==> src/unix_seconds_to_calendar_macros.svh <==
// Assertion helpers shared by the calendar converter.
// Every property samples on clk and is held off while rst is high.
`ifndef UNIX_SECONDS_TO_CALENDAR_MACROS_SVH
`define UNIX_SECONDS_TO_CALENDAR_MACROS_SVH

// ante implies cons in the same cycle
`define UCAL_ASSERT_IMPL(lbl, ante, cons, msg) \
  lbl: assert property (@(posedge clk) disable iff (rst) (ante) |-> (cons)) \
    else $error(msg);

// cond holds at every edge out of reset
`define UCAL_ASSERT_ALWAYS(lbl, cond, msg) \
  `UCAL_ASSERT_IMPL(lbl, 1'b1, cond, msg)

`endif

==> src/ucal_pkg.sv <==
package ucal_pkg;

  // Cycles from an accepted request to its result strobe.
  localparam int LATENCY = 10;

  // Seconds to days: drop the low 7 bits (86400 = 128 * 675), then divide
  // the rest by 675 with a reciprocal multiply.
  localparam int          SEC_SHIFT  = 7;
  localparam logic [25:0] DAY_RECIP  = 26'd50903317;
  localparam int          DAY_SHIFT  = 35;
  localparam logic [9:0]  DAY_CHUNKS = 10'd675;

  localparam logic [17:0] HOUR_RECIP    = 18'd149131;
  localparam int          HOUR_SHIFT    = 29;
  localparam logic [11:0] SECS_PER_HOUR = 12'd3600;

  localparam logic [12:0] MIN_RECIP    = 13'd4370;
  localparam int          MIN_SHIFT    = 18;
  localparam logic [5:0]  SECS_PER_MIN = 6'd60;

  // Dates are counted from 1968-01-01 in plain four-year cycles. The missing
  // leap day of 2100 is covered by adding one day from 2100-03-01 on.
  localparam logic [16:0] CYCLE_RECIP  = 17'd91868;
  localparam int          CYCLE_SHIFT  = 27;
  localparam logic [10:0] CYCLE_DAYS   = 11'd1461;
  localparam logic [15:0] BASE_OFFSET  = 16'd731;
  localparam logic [15:0] LEAP_FIX_DAY = 16'd47541;
  localparam logic [11:0] BASE_YEAR    = 12'd1968;

  localparam logic [16:0] WEEK_RECIP    = 17'd74899;
  localparam int          WEEK_SHIFT    = 19;
  localparam logic [2:0]  DAYS_PER_WEEK = 3'd7;
  localparam logic [15:0] EPOCH_WEEKDAY = 16'd4;

  // Day of the cycle at which each year of a cycle starts.
  localparam logic [10:0] YEAR1_START = 11'd366;
  localparam logic [10:0] YEAR2_START = 11'd731;
  localparam logic [10:0] YEAR3_START = 11'd1096;

  localparam logic [3:0] LAST_MONTH = 4'd11;

  typedef struct packed {
    logic [15:0] days;
    logic [16:0] sod;
  } ucal_split_t;

  typedef struct packed {
    logic [4:0] hour;
    logic [5:0] minute;
    logic [5:0] second;
  } ucal_tod_t;

  typedef struct packed {
    logic [2:0]  weekday;
    logic [4:0]  day;
    logic [3:0]  month;
    logic [11:0] year;
  } ucal_date_t;

  // First day of year of month idx (0 is January); leap shifts March on.
  function automatic logic [8:0] month_start(input logic [3:0] idx, input logic leap);
    logic [8:0] base;
    unique case (idx)
      4'd0:    base = 9'd0;
      4'd1:    base = 9'd31;
      4'd2:    base = 9'd59;
      4'd3:    base = 9'd90;
      4'd4:    base = 9'd120;
      4'd5:    base = 9'd151;
      4'd6:    base = 9'd181;
      4'd7:    base = 9'd212;
      4'd8:    base = 9'd243;
      4'd9:    base = 9'd273;
      4'd10:   base = 9'd304;
      4'd11:   base = 9'd334;
      default: base = 9'd0;
    endcase
    return base + {8'd0, (leap && (idx >= 4'd2))};
  endfunction

endpackage

==> src/ucal_split.sv <==
module ucal_split (
  input  logic                 clk,
  input  logic                 rst,
  input  logic                 in_valid,
  input  logic [31:0]          secs,
  output logic                 out_valid,
  output ucal_pkg::ucal_split_t out
);
  import ucal_pkg::*;

  logic [2:0]  valid;
  logic [50:0] day_prod;
  logic [24:0] q1_a, q1_b;
  logic [6:0]  r1_a, r1_b;
  logic [15:0] days_b;
  logic [24:0] chunk_prod;
  logic [24:0] rem_chunks;

  assign rem_chunks = q1_b - chunk_prod;

  always_ff @(posedge clk) begin
    if (rst) begin
      valid <= '0;
    end else begin
      valid <= {valid[1:0], in_valid};
    end
  end

  always_ff @(posedge clk) begin
    // stage 1: reciprocal multiply for the day count
    day_prod   <= 51'(secs[31:SEC_SHIFT]) * 51'(DAY_RECIP);
    q1_a       <= secs[31:SEC_SHIFT];
    r1_a       <= secs[SEC_SHIFT-1:0];
    // stage 2: days back to 128-second chunks
    days_b     <= day_prod[DAY_SHIFT+15:DAY_SHIFT];
    chunk_prod <= 25'(day_prod[DAY_SHIFT+15:DAY_SHIFT]) * 25'(DAY_CHUNKS);
    q1_b       <= q1_a;
    r1_b       <= r1_a;
    // stage 3: second of day
    out.days   <= days_b;
    out.sod    <= {rem_chunks[9:0], r1_b};
  end

  assign out_valid = valid[2];

endmodule

==> src/ucal_tod.sv <==
module ucal_tod (
  input  logic                clk,
  input  logic                rst,
  input  logic                in_valid,
  input  logic [16:0]         sod,
  output logic                out_valid,
  output ucal_pkg::ucal_tod_t out
);
  import ucal_pkg::*;

  logic [5:0]  valid;
  logic [34:0] hour_prod;
  logic [16:0] sod_a, sod_b;
  logic [4:0]  hour_b, hour_c, hour_d, hour_e;
  logic [16:0] hour_secs;
  logic [11:0] rem_c, rem_d, rem_e;
  logic [24:0] min_prod;
  logic [5:0]  min_e;
  logic [11:0] min_secs;
  logic [16:0] rem_full;
  logic [11:0] sec_full;

  assign rem_full = sod_b - hour_secs;
  assign sec_full = rem_e - min_secs;

  always_ff @(posedge clk) begin
    if (rst) begin
      valid <= '0;
    end else begin
      valid <= {valid[4:0], in_valid};
    end
  end

  always_ff @(posedge clk) begin
    hour_prod  <= 35'(sod) * 35'(HOUR_RECIP);
    sod_a      <= sod;

    hour_b     <= hour_prod[HOUR_SHIFT+4:HOUR_SHIFT];
    hour_secs  <= 17'(hour_prod[HOUR_SHIFT+4:HOUR_SHIFT]) * 17'(SECS_PER_HOUR);
    sod_b      <= sod_a;

    rem_c      <= rem_full[11:0];
    hour_c     <= hour_b;

    min_prod   <= 25'(rem_c) * 25'(MIN_RECIP);
    rem_d      <= rem_c;
    hour_d     <= hour_c;

    min_e      <= min_prod[MIN_SHIFT+5:MIN_SHIFT];
    min_secs   <= 12'(min_prod[MIN_SHIFT+5:MIN_SHIFT]) * 12'(SECS_PER_MIN);
    rem_e      <= rem_d;
    hour_e     <= hour_d;

    out.hour   <= hour_e;
    out.minute <= min_e;
    out.second <= sec_full[5:0];
  end

  assign out_valid = valid[5];

endmodule

==> src/ucal_date.sv <==
module ucal_date (
  input  logic                 clk,
  input  logic                 rst,
  input  logic                 in_valid,
  input  logic [15:0]          days,
  output logic                 out_valid,
  output ucal_pkg::ucal_date_t out
);
  import ucal_pkg::*;

  logic [6:0]  valid;
  // stage 1
  logic [15:0] dp_a, wk_a;
  // stage 2
  logic [32:0] cyc_prod, wk_prod;
  logic [15:0] dp_b, wk_b;
  // stage 3
  logic [5:0]  cyc_c;
  logic [15:0] cyc_days_c, wk_mul_c, dp_c, wk_c;
  // stage 4
  logic [5:0]  cyc_d;
  logic [10:0] doc_d;
  logic [2:0]  wd_d;
  // stage 5
  logic [8:0]  doy_e;
  logic        leap_e;
  logic [11:0] year_e;
  logic [2:0]  wd_e;
  // stage 6
  logic [3:0]  idx_f;
  logic [8:0]  doy_f;
  logic        leap_f;
  logic [11:0] year_f;
  logic [2:0]  wd_f;

  logic [15:0] doc_full, wd_full;
  logic [1:0]  yoff;
  logic [10:0] doy_full;
  logic [3:0]  idx_next;
  logic [8:0]  dom_full;

  assign doc_full = dp_c - cyc_days_c;
  assign wd_full  = wk_c - wk_mul_c;

  // year within the four-year cycle
  always_comb begin
    priority if (doc_d < YEAR1_START) begin
      yoff     = 2'd0;
      doy_full = doc_d;
    end else if (doc_d < YEAR2_START) begin
      yoff     = 2'd1;
      doy_full = doc_d - YEAR1_START;
    end else if (doc_d < YEAR3_START) begin
      yoff     = 2'd2;
      doy_full = doc_d - YEAR2_START;
    end else begin
      yoff     = 2'd3;
      doy_full = doc_d - YEAR3_START;
    end
  end

  // month: last start not beyond the day of year
  always_comb begin
    idx_next = 4'd0;
    for (int k = 1; k <= 11; k++) begin
      if (doy_e >= month_start(4'(k), leap_e)) begin
        idx_next = 4'(k);
      end
    end
  end

  assign dom_full = doy_f - month_start(idx_f, leap_f) + 9'd1;

  always_ff @(posedge clk) begin
    if (rst) begin
      valid <= '0;
    end else begin
      valid <= {valid[5:0], in_valid};
    end
  end

  always_ff @(posedge clk) begin
    dp_a       <= days + ((days >= LEAP_FIX_DAY) ? (BASE_OFFSET + 16'd1) : BASE_OFFSET);
    wk_a       <= days + EPOCH_WEEKDAY;

    cyc_prod   <= 33'(dp_a) * 33'(CYCLE_RECIP);
    wk_prod    <= 33'(wk_a) * 33'(WEEK_RECIP);
    dp_b       <= dp_a;
    wk_b       <= wk_a;

    cyc_c      <= cyc_prod[CYCLE_SHIFT+5:CYCLE_SHIFT];
    cyc_days_c <= 16'(cyc_prod[CYCLE_SHIFT+5:CYCLE_SHIFT]) * 16'(CYCLE_DAYS);
    wk_mul_c   <= 16'(wk_prod[WEEK_SHIFT+12:WEEK_SHIFT]) * 16'(DAYS_PER_WEEK);
    dp_c       <= dp_b;
    wk_c       <= wk_b;

    cyc_d      <= cyc_c;
    doc_d      <= doc_full[10:0];
    wd_d       <= wd_full[2:0];

    doy_e      <= doy_full[8:0];
    leap_e     <= (yoff == 2'd0);
    year_e     <= BASE_YEAR + {4'd0, cyc_d, 2'b00} + {10'd0, yoff};
    wd_e       <= wd_d;

    idx_f      <= idx_next;
    doy_f      <= doy_e;
    leap_f     <= leap_e;
    year_f     <= year_e;
    wd_f       <= wd_e;

    out.weekday <= wd_f;
    out.day     <= dom_full[4:0];
    out.month   <= idx_f + 4'd1;
    out.year    <= year_f;
  end

  assign out_valid = valid[6];

endmodule

==> src/unix_seconds_to_calendar.sv <==
// Channel  | Signals                                   | Handshake
// ---------+-------------------------------------------+----------------------------------
// request  | epoch_seconds[31:0]                       | taken when start && !busy
// result   | second_of_minute, minute_of_hour,         | done strobe, one cycle, no stall
//          | hour_of_day, weekday, day_of_month,       |
//          | month_number, full_year                   |
//
// A request runs through the split pipe (3) and then the date pipe (7); one
// request may enter every cycle while busy is low, and results leave in
// request order.
// rst is synchronous and clears every valid bit; busy follows rst, so no
// request is taken while reset is held. Results cannot be held off, so the
// pipe never stalls.
`include "unix_seconds_to_calendar_macros.svh"

module unix_seconds_to_calendar (
  input  logic        clk,
  input  logic        rst,
  input  logic        start,
  output logic        busy,
  input  logic [31:0] epoch_seconds,
  output logic        done,
  output logic [5:0]  second_of_minute,
  output logic [5:0]  minute_of_hour,
  output logic [4:0]  hour_of_day,
  output logic [2:0]  weekday,
  output logic [4:0]  day_of_month,
  output logic [3:0]  month_number,
  output logic [11:0] full_year
);
  import ucal_pkg::*;

  logic        accept;
  logic        split_valid;
  ucal_split_t split;
  logic        tod_valid_raw;
  ucal_tod_t   tod_raw;
  logic        tod_valid;
  ucal_tod_t   tod;
  logic        date_valid;
  ucal_date_t  date;

  // Take no request while reset holds the valid bits down.
  assign busy   = rst;
  assign accept = start && !busy;

  // Cut seconds into whole days and second of day.
  ucal_split u_split (
    .clk       (clk),
    .rst       (rst),
    .in_valid  (accept),
    .secs      (epoch_seconds),
    .out_valid (split_valid),
    .out       (split)
  );

  // Hour, minute and second from the second of day (six stages).
  ucal_tod u_tod (
    .clk       (clk),
    .rst       (rst),
    .in_valid  (split_valid),
    .sod       (split.sod),
    .out_valid (tod_valid_raw),
    .out       (tod_raw)
  );

  // Weekday, year, month and day from the day count (seven stages).
  ucal_date u_date (
    .clk       (clk),
    .rst       (rst),
    .in_valid  (split_valid),
    .days      (split.days),
    .out_valid (date_valid),
    .out       (date)
  );

  // Delay the time-of-day lane one stage to line it up with the date lane.
  always_ff @(posedge clk) begin
    if (rst) begin
      tod_valid <= 1'b0;
    end else begin
      tod_valid <= tod_valid_raw;
    end
  end

  always_ff @(posedge clk) begin
    tod <= tod_raw;
  end

  // Drive the result straight from the last pipeline registers.
  assign done             = date_valid;
  assign second_of_minute = tod.second;
  assign minute_of_hour   = tod.minute;
  assign hour_of_day      = tod.hour;
  assign weekday          = date.weekday;
  assign day_of_month     = date.day;
  assign month_number     = date.month;
  assign full_year        = date.year;

  // A result appears only where a request was taken earlier.
  `UCAL_ASSERT_IMPL(a_latency, done, $past(start && !busy, LATENCY), "result without request")
  // Both lanes must carry the same request.
  `UCAL_ASSERT_ALWAYS(a_lanes_aligned, tod_valid == date_valid, "time and date lanes apart")
  `UCAL_ASSERT_IMPL(a_date_range, done, (month_number >= 4'd1) && (month_number <= 4'd12) && (day_of_month >= 5'd1), "date out of range")
  `UCAL_ASSERT_IMPL(a_time_range, done, (hour_of_day <= 5'd23) && (minute_of_hour <= 6'd59) && (second_of_minute <= 6'd59) && (weekday <= 3'd6), "time out of range")

endmodule

==> config.mk <==
export PLATFORM = sky130hd
export DESIGN_NAME = unix_seconds_to_calendar
export DESIGN_NICKNAME = d
export VERILOG_FILES = /design/src/ucal_pkg.sv /design/src/ucal_split.sv /design/src/ucal_tod.sv /design/src/ucal_date.sv /design/src/unix_seconds_to_calendar.sv
export VERILOG_INCLUDE_DIRS = /design/src /design/src/src
export SDC_FILE = /design/constraint.sdc
export NUM_CORES = 2
export LEC_CHECK = 0
export BUFFER_PORTS_ARGS = -buffer_cell sky130_fd_sc_hd__buf_4
export CAP_MARGIN = 20
export CORE_ASPECT_RATIO = 0.9
export CORE_UTILIZATION = 30
export DETAILED_ROUTE_END_ITERATION = 7
export SETUP_SLACK_MARGIN = 0.02
export SLEW_MARGIN = 20
export SYNTH_ARGS = -nofsm -noshare
export SYNTH_HDL_FRONTEND = slang
export SYNTH_SLANG_ARGS = --single-unit
==> constraint.sdc <==
create_clock -name clk -period 7.9 [get_ports clk]
set_input_delay 0.79 -clock clk [delete_from_list [all_inputs] [get_ports clk]]
set_output_delay 0.79 -clock clk [all_outputs]
set_load 0.03 [all_outputs]
==> flow_summary.json <==
{
  "first_global_vias": 21300,
  "dr.first_iter.drc_count": 668,
  "avgSynthCellArea_um2": 10.9,
  "drtPass1Iterations": 4,
  "r2r_slack_ps": 1660,
  "worstMarginPinSlew_ps": 774,
  "arrival_ps": 6980,
  "fmax_ghz": 0.153,
  "period_minus_slack_ps": 6530,
  "antenna_found_initial": 0,
  "core_um2": 113000,
  "routedWlPerCell_um": 13.3,
  "crit_fanout": 7,
  "r2r-start": "u_date.dp_a[12]$_DFF_P_",
  "cts_tree": "done",
  "dieArea_um2": 116000,
  "worstSetupPathType": "input port to flip-flop",
  "crit_start": "epoch_seconds[26]",
  "num_antenna_cells": 0,
  "syn_to_final_growth_pct": 11.7,
  "cts_root_buf": "clkbuf_16",
  "drv_cap": 0,
  "port_buffers": 77,
  "mostFrequentLayoutCells": "inv_1, ha_1, dfxtp_1, fa_1, xnor2_1",
  "fin_skew_ps": 14.6,
  "die_w_um": 359,
  "min_path_cells": 1,
  "initial_utilization": 0.303,
  "yosys_warnings": 0,
  "r2r_cells": 21,
  "hp-class": "input port to flip-flop",
  "via_per_inst": 4.16,
  "drc": 0,
  "cts.sinks": 420,
  "cts_max_level": 2,
  "row_count": 117,
  "synthCells": 3149,
  "synth.net_count": 4410,
  "n_fill_cell": 11500,
  "slew_headroom": 0.478,
  "syn-cell-area_um2": 34400,
  "finalSetupTns_ps": 0,
  "hold_buffers": 0,
  "num_vias": 19900,
  "globalRouteOverflowTotal": 0,
  "ios": 78,
  "cts_buffer_depth": 3,
  "drive_above_1_share": 0.0565,
  "layout_commonest_cell": "inv_1",
  "finalWeightedCongestion": 0.888,
  "layout.area.seq_um2": 8410,
  "yosysSeqAreaShare": 0.245,
  "rsz0062_at_grt": "no",
  "cts_resized": 0,
  "status": "complete, no violations",
  "worstPathRequired_ps": 8340,
  "clk_pin_slew_ps": 60,
  "synthFlopType": "dfxtp_1",
  "finalHoldViolCount": 0,
  "cts_buffers": 46,
  "hold_start": "epoch_seconds[0]",
  "grt_pass1_wl_mm": 108,
  "nNetsFinal": 4517,
  "cts_setup_buffers": 0,
  "ys_types": 68,
  "insertion_delay_ps": 580,
  "synth_seq_cells": 420,
  "die_h_um": 323,
  "synthArstFlopShare": 0,
  "end_kind": "flip-flop",
  "hpwlAfterDp_mm": 54.6,
  "grt_use_total": 0.115,
  "multi_input_area_um2": 22700,
  "wl_mm": 63.5,
  "antenna_left": 0,
  "startpoint_type": "input port",
  "slew_viol_final": 0,
  "period_share": 0.827,
  "grt_max_degree": 15,
  "setup_violations": 0,
  "synth_enable_flop_cells": 0
}
[cell type report]
class                      count  area share
timing repair buffer          78      0.0153
sequential                   420       0.219
multi-input combinational   1863       0.591
tap                         1487      0.0485
inverter                     847      0.0828
clock inverter                28      0.0103
clock buffer                  57      0.0331
[routing by layer]
| metal | GRT usage | wire (um) | up-vias |
|---|---|---|---|
| met1 | 0.163 | 32300 | 9468 |
| li1 | - | - | 10100 |
| met2 | 0.185 | 27900 | 246 |
| met3 | 0.0168 | 2150 | 66 |
| met4 | 0.0252 | 1140 | 0 |
| met5 | 0 | 0 | - |
[logic make-up (layout without fill, tap and decap cells)]
kind of cell / count (synthesis) / count (layout) / share of synthesized area
adders and majority gates: 1226 / 1226 / 0.538
muxes: 3 / 3 / 0.000910
DFF: 420 / 420 / 0.245
buffers and inverters: 866 / 1010 / 0.0948
AOI/OAI and AO/OA: 264 / 264 / 0.0524
xor gates and xnor gates: 143 / 143 / 0.0365
and+or+nand+nor: 227 / 227 / 0.0332
[sequential cells by signal, summed over array words and instances (netlist names), 16 cells and up]
register and flops:
u_date.wk_a 16, u_tod.out 17, u_date.dp_a 16, u_split.days_b 16, u_split.day_prod 18, u_date.out 23, u_split.out 33
[critical path, cell delays in order]
cell       delay [ps]
buf_4             160
fa_1              480
ha_1              280
inv_1              50
fa_1              510
fa_1              570
inv_1              60
fa_1              560
inv_1              70
fa_1              520
inv_1              50
fa_1              480
ha_1              320
nand4_1           190
nor4_4            380
nand4_1           150
nor3_2            340
a2111oi_2         120
o211ai_2          280
a41oi_4           190
o21ai_2           220
a21oi_2            80
xor2_1            140
[metrics by stage]
step                      instance area (um2)  instances  utilization  setup WS (ps)  hold WS (ps)
after global routing                    38400       4780        0.339           1140           282
final                                   38400       4780        0.339           1370           316
after detailed placement                36700       4695        0.324            708           312
after CTS                               38400       4780        0.339           1350           270
after floorplan                         34400       3149            -           1390           310
after global placement                  36700       4695        0.324            820           310
[final timing paths]
check	end
max	u_split.day_prod[50]$_DFF_P_
min	u_split.r1_a[0]$_DFF_P_
min reg2reg	u_date.dp_c[7]$_DFF_P_
max reg2reg	u_date.cyc_prod[32]$_DFF_P_
[synthesized netlist by cell type (3+ instances only)]
master      n  area share
xnor2_1   100       0.025
nor2b_1    26      0.0047
nor2_1     68      0.0074
a21boi_0    6      0.0013
o21a_1     10      0.0022
a211o_1     6      0.0015
o21bai_1   16      0.0035
and3_1      8      0.0015
a31oi_1     3     0.00055
nand2b_1   11      0.0020
nand4_1    17      0.0031
a21oi_2     3     0.00076
a41oi_1     3     0.00076
nor3_1     13      0.0019
o21ai_1     3     0.00044
inv_1     846       0.092
o21ai_0    47      0.0068
o31ai_1     6      0.0013
o211ai_1    4     0.00087
a311oi_1    3     0.00076
and2_1      3     0.00055
a21oi_1    77       0.011
nand3_1    20      0.0029
nand2_1    41      0.0045
nor4_1      3     0.00055
clkbuf_1   15      0.0016
a21o_1     44      0.0096
dfxtp_1   420        0.24
fa_1      417        0.24
xor2_1     43       0.011
or2_2       4     0.00073
a211oi_1    5      0.0011
ha_1      809        0.29
Power is left out: the tool's default activity adds up to more than one toggle a clock period on the data nets, which glitch-free logic cannot reach.
